===== config.mk =====
export PLATFORM = sky130hd
export DESIGN_NAME = q4gq_code
export DESIGN_NICKNAME = d
export VERILOG_FILES = /design/src/hdl/q4gq_pkg.sv /design/src/hdl/q4gq_code.sv
export SDC_FILE = /design/constraint.sdc
export NUM_CORES = 1
export LEC_CHECK = 0
export BUFFER_PORTS_ARGS = -buffer_cell sky130_fd_sc_hd__buf_2
export CAP_MARGIN = 30
export CORE_UTILIZATION = 30
export DETAILED_ROUTE_END_ITERATION = 6
export RECOVER_POWER = 50
export SLEW_MARGIN = 20
export SYNTH_ARGS = -nofsm -noshare
export SYNTH_HDL_FRONTEND = slang
export SYNTH_SLANG_ARGS = --single-unit

===== constraint.sdc =====
create_clock -name clk_i -period 14.5 [get_ports clk_i]
set_clock_uncertainty 0.15 [all_clocks]
set_input_delay 0.725 -clock clk_i [delete_from_list [all_inputs] [get_ports clk_i]]
set_output_delay 0.725 -clock clk_i [all_outputs]
set_load 0.01 [all_outputs]

===== src/hdl/q4gq_pkg.sv =====
// Shared constants and types for the 4-bit group quantizer.
package q4gq_pkg;

  localparam int GROUP_SIZE  = 256;
  localparam int SAMPLE_BITS = 16;
  localparam int LANES       = 16;
  localparam int CODE_BITS   = 4;
  localparam int CODE_MAX    = 15;
  localparam int WORD_COUNT  = GROUP_SIZE / LANES;
  localparam int WORD_BITS   = LANES * CODE_BITS;
  localparam int ADDR_W      = $clog2(GROUP_SIZE);
  localparam int LANE_W      = $clog2(LANES);
  localparam int WIDX_W      = 4;
  localparam int SCALE_W     = 21;
  localparam int NUM_W       = SAMPLE_BITS + 5;
  localparam int PREP_STEPS  = 16;
  localparam int STEP_W      = $clog2(PREP_STEPS + 1);
  localparam int TIX_W       = $clog2(CODE_MAX);
  localparam int DVD_W       = SAMPLE_BITS + 8;
  localparam int RECIP_W     = DVD_W + 1;
  localparam int RECIP_SHIFT = DVD_W + 4;
  localparam int PROD_W      = DVD_W + RECIP_W;
  localparam logic [RECIP_W-1:0] SCALE_RECIP =
    RECIP_W'((64'd1 << RECIP_SHIFT) / 64'(CODE_MAX) + 64'd1);

  typedef struct packed {
    logic init;
    logic flat;
    logic vld;
  } q4gq_ctl_t;

endpackage


===== src/hdl/q4gq_code.sv =====
// Threshold table and per-lane code compare for the 4-bit group quantizer.
module q4gq_code
  import q4gq_pkg::*;
(
  input  logic                   clk_i,
  input  logic                   rst_ni,
  input  q4gq_ctl_t              ctl_i,
  input  logic [SAMPLE_BITS-1:0] span_i,
  input  logic [SAMPLE_BITS-1:0] off_i,
  output logic [CODE_BITS-1:0]   code_o,
  output logic                   code_vld_o
);

  logic [NUM_W-1:0]     thr_q [CODE_MAX];
  logic [NUM_W-1:0]     acc_q;
  logic [TIX_W-1:0]     tix_q;
  logic                 tbusy_q;
  logic [NUM_W-1:0]     num_q;
  logic                 nvld_q;
  logic [CODE_BITS-1:0] cnt;

  always_comb begin
    cnt = '0;
    for (int k = 0; k < CODE_MAX; k++) begin
      if ((num_q > thr_q[k]) || ((num_q == thr_q[k]) && ((k & 1) == 1))) begin
        cnt = cnt + CODE_BITS'(1);
      end
    end
  end

  always_ff @(posedge clk_i) begin
    if (tbusy_q && !ctl_i.init) begin
      thr_q[tix_q] <= acc_q;
    end
  end

  always_ff @(posedge clk_i or negedge rst_ni) begin
    if (!rst_ni) begin
      tbusy_q    <= 1'b0;
      tix_q      <= '0;
      acc_q      <= '0;
      nvld_q     <= 1'b0;
      num_q      <= '0;
      code_vld_o <= 1'b0;
      code_o     <= '0;
    end else begin
      if (ctl_i.init) begin
        acc_q   <= NUM_W'(span_i);
        tix_q   <= '0;
        tbusy_q <= 1'b1;
      end else if (tbusy_q) begin
        acc_q <= acc_q + NUM_W'({span_i, 1'b0});
        tix_q <= tix_q + TIX_W'(1);
        if (tix_q == TIX_W'(CODE_MAX - 1)) begin
          tbusy_q <= 1'b0;
        end
      end
      num_q      <= NUM_W'({off_i, 5'b0}) - NUM_W'({off_i, 1'b0});
      nvld_q     <= ctl_i.vld;
      code_o     <= ctl_i.flat ? '0 : cnt;
      code_vld_o <= nvld_q;
    end
  end

endmodule


# Word-level counts from Yosys, hierarchy flattened
# Memories as Yosys holds them, arrays and structs flattened.
# Cells that the tools add are included.
[classes]
n_addsub = 17
n_lt_le_gt_ge = 15
eq_ne = 8
mux = 25
reduce_logical = 10
[op_table]
columns = ["op", "count"]
rows = [
  ["21-bit greater-than comparator", 15],
  ["21-bit equality test", 7],
  ["4-bit 2-to-1 mux", 17],
  ["4-bit by 1-bit adder with 4-bit output (second input constant)", 14],
  ["21-bit 2-to-1 mux", 2],
  ["21-bit by 17-bit adder with 21-bit output", 1],
  ["21-bit by 17-bit subtractor with 21-bit output", 1],
  ["1-bit logical OR", 7],
  ["1-bit 2-to-1 mux", 6],
  ["4-bit equality test (second input constant)", 1],
  ["1-bit by 1-bit adder with 2-bit output (second input constant)", 1],
  ["2-bit nonzero test", 1],
  ["1-bit logical AND", 1],
  ["1-bit logical NOT", 1],
]
[totals]
regBits = 53
ramBits = 315
input_bits = 37
out_inout_bits = 5
elab_cells = 83
mem_count = 1
[mem_list]
columns = ["memory", "words", "width", "rd", "rd_clocked_by_memory_dff", "write_ports", "line_no", "source"]
rows = [
  ["thr_q", 15, 21, 15, 0, 1, "q4gq_code.sv:14", "logic [NUM_W-1:0] thr_q [CODE_MAX];"],
]

# Depth between registers and ports, before layout
# An unclocked memory read counts as a cell.
[logic_depth]
ltp_word = 32
ltp_mapped = 58
mapped_depth_nobuf = 57

# Worst setup path after synthesis
# No wires, ideal clock.
[synth_path]
path_type = "reg-to-reg"
from = "reg num_q[1]"
to = "reg code_o[3]"
setup_ps = 125
arrival_ps = 10574
required_ps = 14225
setup_slack_ps = 3652
stages_incl_launch_ff = 54
path_buffers = 3
period_less_slack_ps = 10848
path_cell_list = "dfrtp_1 > ha_1 > nor2b_1 > o21a_1 > o21a_1 > o21ai_0 > nand2b_1 > a21oi_1 > nor2b_1 > o21ai_0 > nand2b_1 > a21oi_1 > nor2_1 > a211oi_1 > o21a_1 > nor2_1 > nor4_1 > ha_1 > (+18 left out) > inv_1 > ha_1 > xor2_1 > nor3_1 > a221oi_1 > ha_1 > o211a_1 > and2_1 > buf_1 > nor4_1 > o41a_1 > or4_1 > buf_2 > xnor3_2 > and4bb_2 > a31oi_1 > xnor2_1 > mux2_2"
[synth_via]
elab_chain_cells = 31
elab_cells_between_ends = 59
cone_classes = "14 x add/sub; 15 x order compare; 7 x eq/ne; 16 x mux; 7 x reduce/logical"
[synth_rtl]
columns = ["element", "line_no", "source"]
rows = [
  ["start, declared", "q4gq_code.sv:18", "logic [NUM_W-1:0] num_q;"],
  ["start signal, assigned", "q4gq_code.sv:58", "num_q <= NUM_W'({off_i, 5'b0}) - NUM_W'({off_i, 1'b0});"],
  ["21-bit greater-than comparator", "q4gq_code.sv:25", "if ((num_q > thr_q[k]) || ((num_q == thr_q[k]) && ((k & 1) == 1))) begin"],
  ["1-bit 2-to-1 mux", "q4gq_code.sv:25", ""],
  ["1-bit by 1-bit adder with 2-bit output", "q4gq_code.sv:26", "cnt = cnt + CODE_BITS'(1);"],
  ["4-bit 2-to-1 mux", "q4gq_code.sv:25", ""],
  ["4-bit by 1-bit adder with 4-bit output", "q4gq_code.sv:26", ""],
  ["4-bit 2-to-1 mux", "q4gq_code.sv:25", ""],
  ["4-bit by 1-bit adder with 4-bit output", "q4gq_code.sv:26", ""],
  ["4-bit 2-to-1 mux", "q4gq_code.sv:25", ""],
  ["(+15 left out)", "n/a", ""],
  ["4-bit 2-to-1 mux", "q4gq_code.sv:25", ""],
  ["4-bit by 1-bit adder with 4-bit output", "q4gq_code.sv:26", ""],
  ["4-bit 2-to-1 mux", "q4gq_code.sv:25", ""],
  ["4-bit by 1-bit adder with 4-bit output", "q4gq_code.sv:26", ""],
  ["4-bit 2-to-1 mux", "q4gq_code.sv:25", ""],
  ["4-bit by 1-bit adder with 4-bit output", "q4gq_code.sv:26", ""],
  ["4-bit 2-to-1 mux (*)", "q4gq_code.sv:25", ""],
  ["4-bit 2-to-1 mux (*)", "q4gq_code.sv:60", "code_o <= ctl_i.flat ? '0 : cnt;"],
  ["end signal, assigned", "q4gq_code.sv:60", ""],
  ["end, declared", "q4gq_code.sv:10", "output logic [CODE_BITS-1:0] code_o,"],
]
# Mark *: on every way between the ends. The rest lies on a longest branch, timed or not.
# A chain may end at the register's enable or synchronous reset.

# Final worst setup path
# Ends and elaborated chain as after synthesis.

==> metrics.txt <==
Worst EP arrival approximately 13 ns; IO Count between 40 and 50; Die Wd between 200 and 300 um; drt total wl about 56 mm; fin area ~25000 sq um; status complete, but fails checks; fill count between 7k and 8k; most common cell after layout, fill and taps aside ha_1; Wirelength per Cell 18.4 um; H-Tree Depth 2; most frequent cell on the critical path ha_1; reg-to-reg startpoint num_q[1]; combinational fraction of design power 0.444; ANT nets after route 0; largest net degree at the start of global routing 53; Seq pwr share 0.318; Initial Utilization 0.304; FF-to-FF path depth 50; clock buffer count from CTS slightly above 40; P_int about 2.7 mW; number of synthesized flops with an enable pin ~320; Max-Cap Viols 2; Clock Latency Late Sink 0.58 ns; Rows 99; Slew headroom -1.08; Clock Pin Slew Worst Setup and Hold Paths 0.06 ns; initial antenna violation count 4; total core area between 70000 and 80000 sq um; startpoint class of the critical path flip-flop; overall power 4.26 mW; Worst EP required about 15 ns; Crit Reg-Reg Endpoint code_o[3]; Die ar. ~75000 sq um; Tmin final 12.26 ns; total number of vias approximately 15k; Yosys warnings 0; failing checks capacitance limit, slew limit; NumNets Final around 2.5k; Net Count, Synth between 2k and 2.5k; leakage power 11.1 nW; R2R Setup Slk around 2.2 ns; # port buffers roughly 40; CP peak stage delay between 0.7 and 0.8 ns; Hold Fails Final Rpt 0; via-per-instance ratio slightly below 5; multi-input combinational cell area between 10000 and 15000 sq um; CTS Buffer Depth 3; RSZ-0062 raised after global routing no; # clock sinks 367; hold endpoint nvld_q; Fmax a little over 80 MHz; gpl congestion ~0.9; vias in the first global route 15.4k; first-pass GRT wire length between 80 and 90 mm; switching pwr roughly 1.6 mW; main flop type after synthesis edfxtp_1; switching share of power 0.365; Seq/Total Area, Yosys 0.484; Max FO, Critical Path 15; Post-CTS Setup Bufs 0; Unique masters post-synth a little over 90; Final period util 0.846; drt pass-1 iters 5; most frequent cells in the layout 348 x ha_1, 347 x inv_1, 315 x edfxtp_1, 106 x a21oi_1, 91 x nand2_1; worst hold start ctl_i[0]; CTS tree done; syn avg cell area roughly 11 sq um; Final Setup Violations 0; Tightest Pin Transition just over 3 ns; Setup TNS Final 0 ns; area grow syn2layout 13.3%; final worst setup slack around 2.2 ns; Setup CP Type flip-flop to flip-flop; Pins Over Slew Limit 95; worst slack, placed 2.24 ns; VDD IR-drop max 0.210 mV; DRT iter0 DRCs about 860; Power Density between 150 and 200 nW/um^2; register area approximately 11000 sq um; Synth Cell Area 22200 sq um; Clk pwr share 0.239; dpl hpwl between 40 and 50 mm; DP Area 23900 sq um; CTS root buffer clkbuf_16; HP Class input pin to flip-flop; kind of end point of the critical path flip-flop; post-CTS sizing 0; share of flip-flops with an asynchronous set or reset 0.142; synthesized flop and latch total approximately 370; Hold Path Depth 1; Residual DRC 0; grt ovf 0; All-Layer GR Usage 0.152; Die H roughly 270 um; cell count after synthesis 1963; fraction of layout cells with a size suffix above 1 0.0900; hold_buf cts 0; CP max-delay cell dfrtp_1
[stage by stage]
stage,utilization,hold slack (ns),instances
6_report,0.344,0.122,3061
5_1_grt,0.344,0.102,3059
4_1_cts,0.344,0.0852,3058
3_5_place_dp,0.327,0.185,2983
3_3_place_gp,0.326,0.183,2977
2_1_floorplan,-,0.181,1963
[registers in the layout, summed over array words and instances, names as in the netlist]
register and flops:
code_vld_o 1, num_q 20, code_o 4, thr_q 315
tix_q 4, tbusy_q 1, nvld_q 1, acc_q 21
[kinds of logic after synthesis]
logic type / synth area share
compound gates: 0.117
flops: 0.484
fa+ha+maj: 0.197
xor+xnor: 0.0323
mux: 0.0113
buf+inv: 0.0624
simple gates: 0.0953
[synthesized netlist by cell type (5+ instances only)]
master       n  area [sq um]
inv_1      347          1300
nand3_1     23           115
o2111ai_1    7          61.3
edfxtp_1   315          9460
ha_1       348          4350
o211ai_1     5          37.5
nor2b_1     23           144
a221oi_1     5          43.8
o21ai_0     79           395
mux2_2       9           101
a211oi_1    18           135
mux2i_1     15           150
clkbuf_1     8          30.0
nand2b_1    12          75.1
nand4_1     54           338
o21bai_1     5          37.5
nand2_1     91           342
and3_1       6          37.5
a21o_1      65           488
or3_1        7          43.8
a21boi_0    11          82.6
a211o_1      5          43.8
and4_1      14           123
nor2_1      80           300
dfrtp_1     52          1300
nor4_1      13          81.3
nor3b_1      5          37.5
nor3_1      23           115
o21a_1      34           255
a21oi_1    106           531
and2_1       5          31.3
a31oi_1      8          50.1
xor2_1      18           158
xnor2_1     42           368
[final cells by class]
class / instances / share of cell area
Multi-Input combinational cell: 1231 / 0.402
Tap cell: 959 / 0.0477
Clock inverter: 23 / 0.00835
Antenna cell: 2 / 0.000199
Inverter: 349 / 0.0522
Timing Repair Buffer: 78 / 0.0190
Clock buffer: 52 / 0.0433
Sequential cell: 367 / 0.428
[power by group through the flow]
stage / combinational [mW] / clock, mW / sequential, mW
2_1_floorplan: 1.46 / 0 / 1.34
3_3_place_gp: 1.79 / 0 / 1.38
3_5_place_dp: 1.86 / 0 / 1.38
4_1_cts: 1.88 / 1.04 / 1.36
5_1_grt: 2.10 / 1.07 / 1.36
6_report: 1.89 / 1.02 / 1.35
[how the worst max path moves through the flow]
stage | startpoint | endpoint | slack (ns)
CTS | num_q[1] | code_o[3] | 2.18
global placement | num_q[1] | code_o[3] | 2.52
finish | num_q[1] | code_o[3] | 2.24
floorplan | num_q[1] | code_o[3] | 3.65
detailed placement | num_q[1] | code_o[3] | 2.24
global route | num_q[1] | code_o[3] | 1.28
[routing by layer]
layer  global-route usage  wire, um  vias up
met4               0.0654      2420        2
met1                0.181     23700     7313
met3               0.0244      2470      109
met2                0.269     27800      353
met5                    0        10        -
li1                     -         -     7326
[critical path: cells and delay by family, from the launching register on]
kind / cells / cell delay [ns]
compound gates: 19 / 4.34
simple gates: 14 / 2.57
fa+ha+maj: 7 / 2.19
xor+xnor: 6 / 1.50
flops: 1 / 0.78
mux: 1 / 0.35
buf+inv: 3 / 0.24
(Power assumes the default switching activity.)
